**src/pbt_pkg.sv**
```systemverilog
// pbt_pkg: types and constants for the periodic burst tagger
// sample and result item structs, lane flag struct, register indexes
// no dependencies
package pbt_pkg;

    localparam int SAMPLE_BITS = 16;
    localparam int CFG_IDX_BITS = 3;
    localparam int CFG_DATA_BITS = 64;

    localparam logic [CFG_IDX_BITS-1:0] REG_PERIOD = 3'd0;
    localparam logic [CFG_IDX_BITS-1:0] REG_BURST_LEN = 3'd1;
    localparam logic [CFG_IDX_BITS-1:0] REG_STAMP_INTERVAL = 3'd2;
    localparam logic [CFG_IDX_BITS-1:0] REG_RATE = 3'd3;
    localparam logic [CFG_IDX_BITS-1:0] REG_START_SEC = 3'd4;
    localparam logic [CFG_IDX_BITS-1:0] REG_START_SUBSEC = 3'd5;
    localparam logic [CFG_IDX_BITS-1:0] REG_OFFSETS = 3'd6;
    localparam logic [CFG_IDX_BITS-1:0] REG_OFFSET_COUNT = 3'd7;

    localparam logic [31:0] PERIOD_RST = 32'd1000;
    localparam logic [15:0] BURST_LEN_RST = 16'd1;
    localparam logic [15:0] STAMP_INTERVAL_RST = 16'd0;
    localparam logic [31:0] RATE_RST = 32'd1000000;
    localparam logic [31:0] START_SEC_RST = 32'd0;
    localparam logic [31:0] START_SUBSEC_RST = 32'd0;
    localparam logic [63:0] OFFSETS_RST = 64'd0;
    localparam logic [2:0] OFFSET_COUNT_RST = 3'd1;

    typedef struct packed {
        logic signed [SAMPLE_BITS-1:0] in_i;
        logic signed [SAMPLE_BITS-1:0] in_q;
    } t_in_item;

    typedef struct packed {
        logic signed [SAMPLE_BITS-1:0] out_i;
        logic signed [SAMPLE_BITS-1:0] out_q;
        logic sob;
        logic eob;
        logic stamp_valid;
        logic [31:0] stamp_seconds;
        logic [31:0] stamp_subsec;
    } t_out_item;

    typedef struct packed {
        logic sob;
        logic eob;
    } t_lane_flags;

endpackage

```
**src/pbt_lane.sv**
```systemverilog
// pbt_lane: start and end countdowns for one burst offset
// depends on pbt_pkg for the lane flag struct
module pbt_lane (
    input  logic               i_clk,
    input  logic               i_rst_n,
    input  logic               i_reload,
    input  logic               i_step,
    input  logic [31:0]        i_offset,
    input  logic [31:0]        i_per_m1,
    input  logic               i_len_one,
    input  logic [15:0]        i_len_m2,
    output pbt_pkg::t_lane_flags o_flags
);
    import pbt_pkg::*;

    logic [31:0] r_start;
    logic [31:0] n_start;
    logic [15:0] r_end;
    logic [15:0] n_end;
    logic        r_armed;
    logic        n_armed;
    logic        w_sob;
    logic        w_eob;

    always_comb begin
        n_start = r_start;
        n_end   = r_end;
        n_armed = r_armed;
        w_sob   = 1'b0;
        w_eob   = 1'b0;
        if (r_armed) begin
            if (r_end == 16'd0) begin
                w_eob   = 1'b1;
                n_armed = 1'b0;
            end else begin
                n_end = r_end - 16'd1;
            end
        end
        if (r_start == 32'd0) begin
            w_sob   = 1'b1;
            n_start = i_per_m1;
            if (i_len_one) begin
                w_eob = 1'b1;
            end else begin
                n_armed = 1'b1;
                n_end   = i_len_m2;
            end
        end else begin
            n_start = r_start - 32'd1;
        end
    end

    assign o_flags.sob = w_sob;
    assign o_flags.eob = w_eob;

    always_ff @(posedge i_clk) begin
        if (!i_rst_n) begin
            r_start <= OFFSETS_RST[31:0] & 32'd0;
            r_end   <= '0;
            r_armed <= 1'b0;
        end else if (i_reload) begin
            r_start <= i_offset;
            r_end   <= '0;
            r_armed <= 1'b0;
        end else if (i_step) begin
            r_start <= n_start;
            r_end   <= n_end;
            r_armed <= n_armed;
        end
    end

endmodule

```
**src/periodic_burst_tagger_unit.sv**
```systemverilog
// periodic_burst_tagger_unit: top level of the periodic burst tagger
// passes samples through with burst start/end flags and time stamps
// depends on pbt_pkg and pbt_lane
//
// usage: samples enter on the in channel (valid/ready) and leave one for one
// on the out channel with sob, eob and an optional time stamp attached.
// each offset lane counts down to its next burst start; ends follow
// burst_length - 1 samples after a start. the stamp is seconds plus a
// sample count into the second, advanced once per sample.
// an accepted sample and its flags are registered in the result register.
// one sample per cycle while the receiver keeps up; the input is taken whenever the result
// register is empty or being drained in the same cycle.
// a receiver stall holds the result and stops intake once it is full.
// configuration writes are taken every cycle on the cfg channel; writes to
// period, offsets or offset count restart the lanes, and writes to the
// start time reload the time counter.
// reset loads register defaults, restarts all lanes and the time counter,
// and empties the result register.
module periodic_burst_tagger_unit #(
    parameter int NUM_OFFSETS = 4,
    parameter int OFFSET_BITS = 16
) (
    input  logic                                i_clk,
    input  logic                                i_rst_n,
    input  logic                                i_in_valid,
    output logic                                o_in_ready,
    input  pbt_pkg::t_in_item                   i_in_data,
    output logic                                o_out_valid,
    input  logic                                i_out_ready,
    output pbt_pkg::t_out_item                  o_out_data,
    input  logic                                i_cfg_valid,
    output logic                                o_cfg_ready,
    input  logic [pbt_pkg::CFG_IDX_BITS-1:0]    i_cfg_index,
    input  logic [pbt_pkg::CFG_DATA_BITS-1:0]   i_cfg_data
);
    import pbt_pkg::*;

    logic [31:0] r_period;
    logic [15:0] r_burst_len;
    logic [15:0] r_interval;
    logic [31:0] r_rate;
    logic [31:0] r_start_sec;
    logic [31:0] r_start_subsec;
    logic [63:0] r_offsets;
    logic [2:0]  r_offset_count;
    logic [63:0] n_offsets;
    logic [31:0] n_start_sec;
    logic [31:0] n_start_subsec;

    logic [15:0] r_modcount;
    logic        r_first;
    logic [31:0] r_sec;
    logic [31:0] r_subsec;

    t_out_item   r_out;
    logic        r_out_valid;

    logic        w_cfg_wr;
    logic        w_lane_reload;
    logic        w_time_reload;
    logic        w_accept;
    logic [31:0] w_per;
    logic [15:0] w_len;
    logic [15:0] w_len_sat;
    logic        w_sob;
    logic        w_eob;
    logic        w_stamp;
    logic [15:0] n_modcount;
    logic [16:0] w_next_mod;
    logic [32:0] w_subsec_inc;

    t_lane_flags w_flags [NUM_OFFSETS];
    logic [NUM_OFFSETS-1:0] w_active;

    assign o_cfg_ready = 1'b1;
    assign w_cfg_wr    = i_cfg_valid;
    assign o_in_ready  = !r_out_valid || i_out_ready;
    assign w_accept    = i_in_valid && o_in_ready;

    assign w_lane_reload = w_cfg_wr && ((i_cfg_index == REG_PERIOD)
                                     || (i_cfg_index == REG_OFFSETS)
                                     || (i_cfg_index == REG_OFFSET_COUNT));
    assign w_time_reload = w_cfg_wr && ((i_cfg_index == REG_START_SEC)
                                     || (i_cfg_index == REG_START_SUBSEC));

    assign n_offsets      = (w_cfg_wr && i_cfg_index == REG_OFFSETS) ? i_cfg_data : r_offsets;
    assign n_start_sec    = (w_cfg_wr && i_cfg_index == REG_START_SEC)
                            ? i_cfg_data[31:0] : r_start_sec;
    assign n_start_subsec = (w_cfg_wr && i_cfg_index == REG_START_SUBSEC)
                            ? i_cfg_data[31:0] : r_start_subsec;

    // zero period and zero length count as one, length saturates to period
    assign w_per = (r_period == 32'd0) ? 32'd1 : r_period;
    assign w_len = (r_burst_len == 16'd0) ? 16'd1 : r_burst_len;
    assign w_len_sat = ({16'd0, w_len} > w_per) ? w_per[15:0] : w_len;

    always_ff @(posedge i_clk) begin
        if (!i_rst_n) begin
            r_period       <= PERIOD_RST;
            r_burst_len    <= BURST_LEN_RST;
            r_interval     <= STAMP_INTERVAL_RST;
            r_rate         <= RATE_RST;
            r_start_sec    <= START_SEC_RST;
            r_start_subsec <= START_SUBSEC_RST;
            r_offsets      <= OFFSETS_RST;
            r_offset_count <= OFFSET_COUNT_RST;
        end else if (w_cfg_wr) begin
            unique case (i_cfg_index)
                REG_PERIOD:         r_period       <= i_cfg_data[31:0];
                REG_BURST_LEN:      r_burst_len    <= i_cfg_data[15:0];
                REG_STAMP_INTERVAL: r_interval     <= i_cfg_data[15:0];
                REG_RATE:           r_rate         <= i_cfg_data[31:0];
                REG_START_SEC:      r_start_sec    <= i_cfg_data[31:0];
                REG_START_SUBSEC:   r_start_subsec <= i_cfg_data[31:0];
                REG_OFFSETS:        r_offsets      <= i_cfg_data;
                REG_OFFSET_COUNT:   r_offset_count <= i_cfg_data[2:0];
                default: begin
                end
            endcase
        end
    end

    for (genvar g = 0; g < NUM_OFFSETS; g++) begin : g_lane
        localparam int LO = g * OFFSET_BITS;
        localparam logic [3:0] LANE_IDX = 4'(g);
        logic [31:0] w_offset;
        logic [63:0] w_shifted;

        if (LO < 64) begin : g_in_reg
            assign w_shifted = n_offsets >> LO;
            assign w_offset  = 32'(w_shifted[OFFSET_BITS-1:0]);
        end else begin : g_beyond
            assign w_shifted = '0;
            assign w_offset  = 32'(w_shifted[OFFSET_BITS-1:0]);
        end

        assign w_active[g] = (g == 0) || ({1'b0, r_offset_count} > LANE_IDX);

        pbt_lane u_lane (
            .i_clk     (i_clk),
            .i_rst_n   (i_rst_n),
            .i_reload  (w_lane_reload),
            .i_step    (w_accept && w_active[g]),
            .i_offset  (w_offset),
            .i_per_m1  (w_per - 32'd1),
            .i_len_one (w_len_sat == 16'd1),
            .i_len_m2  (w_len_sat - 16'd2),
            .o_flags   (w_flags[g])
        );
    end

    always_comb begin
        w_sob = 1'b0;
        w_eob = 1'b0;
        for (int k = 0; k < NUM_OFFSETS; k++) begin
            w_sob = w_sob | (w_active[k] & w_flags[k].sob);
            w_eob = w_eob | (w_active[k] & w_flags[k].eob);
        end
    end

    always_comb begin
        w_next_mod = {1'b0, r_modcount} + 17'd1;
        n_modcount = r_modcount;
        w_stamp    = 1'b0;
        if (w_sob) begin
            if (r_interval != 16'd0) begin
                if (w_next_mod >= {1'b0, r_interval}) begin
                    w_stamp    = 1'b1;
                    n_modcount = '0;
                end else begin
                    n_modcount = w_next_mod[15:0];
                end
            end
            w_stamp = w_stamp || r_first;
        end
    end

    assign w_subsec_inc = {1'b0, r_subsec} + 33'd1;

    always_ff @(posedge i_clk) begin
        if (!i_rst_n) begin
            r_modcount <= '0;
            r_first    <= 1'b1;
            r_sec      <= START_SEC_RST;
            r_subsec   <= START_SUBSEC_RST;
        end else if (w_time_reload) begin
            r_sec    <= n_start_sec;
            r_subsec <= n_start_subsec;
        end else if (w_accept) begin
            r_modcount <= n_modcount;
            if (w_sob) begin
                r_first <= 1'b0;
            end
            if (w_subsec_inc >= {1'b0, r_rate}) begin
                r_subsec <= '0;
                r_sec    <= r_sec + 32'd1;
            end else begin
                r_subsec <= w_subsec_inc[31:0];
            end
        end
    end

    always_ff @(posedge i_clk) begin
        if (!i_rst_n) begin
            r_out_valid <= 1'b0;
        end else if (w_accept) begin
            r_out_valid <= 1'b1;
        end else if (i_out_ready) begin
            r_out_valid <= 1'b0;
        end
    end

    always_ff @(posedge i_clk) begin
        if (w_accept) begin
            r_out.out_i         <= i_in_data.in_i;
            r_out.out_q         <= i_in_data.in_q;
            r_out.sob           <= w_sob;
            r_out.eob           <= w_eob;
            r_out.stamp_valid   <= w_stamp;
            r_out.stamp_seconds <= w_stamp ? r_sec : 32'd0;
            r_out.stamp_subsec  <= w_stamp ? r_subsec : 32'd0;
        end
    end

    assign o_out_valid = r_out_valid;
    assign o_out_data  = r_out;

endmodule
```
**config.mk**
```make
export PLATFORM = sky130hd
export DESIGN_NAME = periodic_burst_tagger_unit
export DESIGN_NICKNAME = d
export VERILOG_FILES = /design/src/pbt_pkg.sv /design/src/pbt_lane.sv /design/src/periodic_burst_tagger_unit.sv
export SDC_FILE = /design/constraint.sdc
export NUM_CORES = 2
export LEC_CHECK = 0
export BUFFER_PORTS_ARGS = -buffer_cell sky130_fd_sc_hd__buf_4
export CORE_MARGIN = 1
export CORE_UTILIZATION = 32
export DETAILED_ROUTE_END_ITERATION = 10
export SKIP_LAST_GASP = 1
export SLEW_MARGIN = 20
export SYNTH_ARGS = -nofsm -noshare
export SYNTH_HDL_FRONTEND = slang
export SYNTH_SLANG_ARGS = --single-unit
```
**constraint.sdc**
```tcl
create_clock -name i_clk -period 9.04 [get_ports i_clk]
set_input_delay 2.712 -clock i_clk [delete_from_list [all_inputs] [get_ports i_clk]]
set_output_delay 2.712 -clock i_clk [all_outputs]
set_load 0.05 [all_outputs]
```
==> metrics.md <==
| Metric | Value |
|---|---|
| Pre-CTS setup slack | `2.81 ns` |
| CTS tree | `done` |
| First-pass GRT wire length | `175 mm` |
| CP Class | `register to register` |
| Worst-path clk slew | `0.07 ns` |
| Rows | `116` |
| Design area | `37800 um2` |
| Worst slew margin relative to its limit | `0.199` |
| DRT Pass-1 Iters | `6` |
| Port Buffers | `204` |
| Async SR Flop Fraction | `0` |
| Largest net degree at the start of global routing | `111` |
| GR Util All Layers | `0.215` |
| Yosys top cell area share | `0.310` |
| Slew Viols, Final | `0` |
| Number of global-route vias before repair | `28700` |
| Req. time, crit path | `9.61 ns` |
| Most frequent cell after synthesis | `nand2_1` |
| Layout cells sized above 1 | `0.115` |
| Latest clock arrival within the worst-skew pair | `0.65 ns` |
| Root Driver | `clkbuf_16` |
| Pint | `0.00509 W` |
| Hold Path Depth | `2` |
| Iteration-0 DRC Markers | `2988` |
| Top cells by area, synth | `dfxtp_1 31%, edfxtp_1 9.1%, a21oi_1 6.7%` |
| Seq pwr share | `0.387` |
| Setup Fix Bufs, Post-CTS | `0` |
| GR met1 Demand/Resource | `0.298` |
| Die ar. | `103000 um2` |
| Setup crit start kind | `register` |
| Final hold vios | `0` |
| Cells on worst reg2reg path | `17` |
| GR met2 Demand/Resource | `0.333` |
| RSZ-0062 raised after global routing | `no` |
| Ys Warns | `0` |
| Vias | `31000` |
| Max Clock Skew | `0.0319 ns` |
| Initial Utilization | `0.325` |
| Number of flops mapped to enable cells by yosys | `99` |
| CTS Hold Bufs | `0` |
| Fill cell total of the finished layout | `10300` |
| Post-synthesis cell type count | `89` |
| Synthesized instance count | `4074` |
| Leading area contributor after synthesis | `dfxtp_1` |
| Die Width | `321 um` |
| Detail Placement HPWL | `77.6 mm` |
| H-tree depth | `3` |
| Final setup viols | `0` |
| Psw | `0.00247 W` |
| Crit path max fanout | `24` |
| Most used flip-flop cell after synthesis | `dfxtp_1` |
| Top Usage Layer GRT | `met2` |
| Resize count post-CTS | `0` |
| DR vias/cell | `5.60` |
| Max Freq | `154 MHz` |
| Synth Register Bits | `604` |
| Setup TNS | `0 ns` |
| Switch share | `0.326` |
| Fin util | `0.376` |
| Cell Area, Placed | `35400 um2` |
| Clk buf depth | `3` |
| Worst EP arrival | `7.07 ns` |
| Nets | `4307` |
| Die H | `321 um` |
| Area growth, synth to finish | `15.8%` |
| DRC violations left | `0` |
| Avg WL per Cell | `20.7 um` |
| Outcome | `completed` |
| PwrDens | `200 nW/um2` |
| Final wirelength | `114 mm` |
| Minimum clock period | `6.50 ns` |
| Core ar. | `101000 um2` |
| Antenna violations before repair | `11` |
| Final worst setup slack | `2.54 ns` |
| Nature of the critical path endpoint | `register` |
| Mean Syn Cell Area | `8.01 um2` |
| Top post-synthesis cells by count | `530 x nand2_1, 505 x dfxtp_1, 439 x a21oi_1` |
| Grt total ovfl | `0` |
| Detail Route Antenna Nets | `0` |
| Final period util | `0.719` |
| Clock power share | `0.401` |
| P_leak | `14.4 nW` |
| Post-Syn Nets | `4263` |
| Cell Area, Synth | `32600 um2` |
| I/O pin cnt | `206` |
| Num CTS Buffers | `71` |
| Maximum VDD drop | `0.000119 V` |
| Worst Tran Pin Value | `1.20 ns` |
| Logic pwr share | `0.213` |
| Maxcap violations | `0` |
| CTS sink cnt | `604` |
| Routability congestion estimate | `0.936` |
| Met3 GRT Util | `0.0432` |
| Worst hold path type | `register to register` |
| Post-synthesis sequential area ratio | `0.401` |
-- power groups by stage --
| stage | sequential (W) | combinational (W) | clock (W) |
|---|---|---|---|
| 2_1_floorplan | 0.00305 | 0.00100 | 0 |
| 3_3_place_gp | 0.00298 | 0.00157 | 0 |
| 3_5_place_dp | 0.00298 | 0.00158 | 0 |
| 4_1_cts | 0.00292 | 0.00159 | 0.00308 |
| 5_1_grt | 0.00293 | 0.00175 | 0.00318 |
| 6_report | 0.00292 | 0.00161 | 0.00303 |
-- placed cells by master, fill, tap and decap left out, types with 71 or more instances in the layout --
cell type  count
dfxtp_1      505
ha_1          85
clkbuf_16     74
nor3_1       154
inv_1        101
xnor2_1       76
nand2_1      528
edfxtp_1      99
mux2i_1      132
and2_1        71
nor2_1       402
a21oi_1      439
o21ai_0      230
buf_4        267
nand3_1      112
-- cell type report --
type | count | area, um2 | area share
flip-flops and latches | 604 | 13100 | 0.346
clock buffers | 94 | 2030 | 0.0536
multi-input cells | 3069 | 18200 | 0.481
diodes | 1 | 2.50 | 0.0000662
well taps | 1357 | 1700 | 0.0449
inverters | 105 | 407 | 0.0108
clock inverters | 35 | 407 | 0.0108
repair buffers | 267 | 2000 | 0.0530
-- through the flow --
stage                     total power (W)  instances  hold slack [ns]
after floorplan                   0.00405       4074            0.427
after global placement            0.00455       5402            0.436
after detailed placement          0.00456       5402            0.446
after CTS                         0.00759       5531            0.454
after global routing              0.00786       5531            0.466
final                             0.00756       5532            0.453
-- worst max-delay path: stages (launching register included) --
cell and delay (ns):
dfxtp_1 0.37, or4_1 0.65, nor4bb_1 0.90, and2_1 0.27, nor2_1 0.06, ha_1 0.26, and4_1 0.15, a211oi_1 0.26
o41a_1 0.19, buf_4 0.33, mux2i_1 0.88, ha_1 0.43, nand3_1 0.24, xnor2_1 0.19, mux2i_1 0.74, and3_1 0.26
o21ai_1 0.06, a21oi_1 0.18
-- registers in the layout, summed over array words and instances, names as in the netlist --
| signal | cells |
|---|---|
| r_sec | 32 |
| r_start_sec | 32 |
| r_subsec | 32 |
| r_offset_count | 3 |
| o_out_data | 99 |
| r_period | 32 |
| r_rate | 32 |
| o_out_valid | 1 |
| r_burst_len | 16 |
| r_interval | 16 |
| g_lane.u_lane.r_start | 128 |
| g_lane.u_lane.r_end | 64 |
| r_first | 1 |
| r_modcount | 16 |
| r_start_subsec | 32 |
| r_offsets | 64 |
| g_lane.u_lane.r_armed | 4 |
-- per-layer routing --
layer	vias to the layer above	share of wire	routed length [um]
li1	14800	-	-
met2	1091	0.44	50600
met3	218	0.080	9120
met4	12	0.029	3290
met1	14900	0.45	51300
met5	-	0.00066	75
-- cells by family (layout without fill, tap and decap cells) --
logic type / Yosys count / in the layout / share of synthesized area
XOR/XNOR: 130 / 130 / 0.0349
adder cells (fa/ha/maj): 85 / 85 / 0.0326
AND/OR/NAND/NOR: 1627 / 1627 / 0.237
buffers and inverters: 401 / 501 / 0.0467
other: 1 / 2 / 0.000115
multiplexers: 147 / 147 / 0.0457
flip-flops: 604 / 604 / 0.401
AO/OA/AOI/OAI: 1079 / 1079 / 0.203
-- final timing paths --
| check | startpoint | endpoint | slack [ns] |
|---|---|---|---|
| min reg2reg | r_start_subsec[10] | r_start_subsec[10] | 0.45 |
| max reg2reg | r_burst_len[7] | g_lane[1].u_lane.r_end[7] | 2.54 |
| max | r_burst_len[7] | g_lane[1].u_lane.r_end[7] | 2.54 |
| min | r_start_subsec[10] | r_start_subsec[10] | 0.45 |
(Power assumes the default switching activity.)
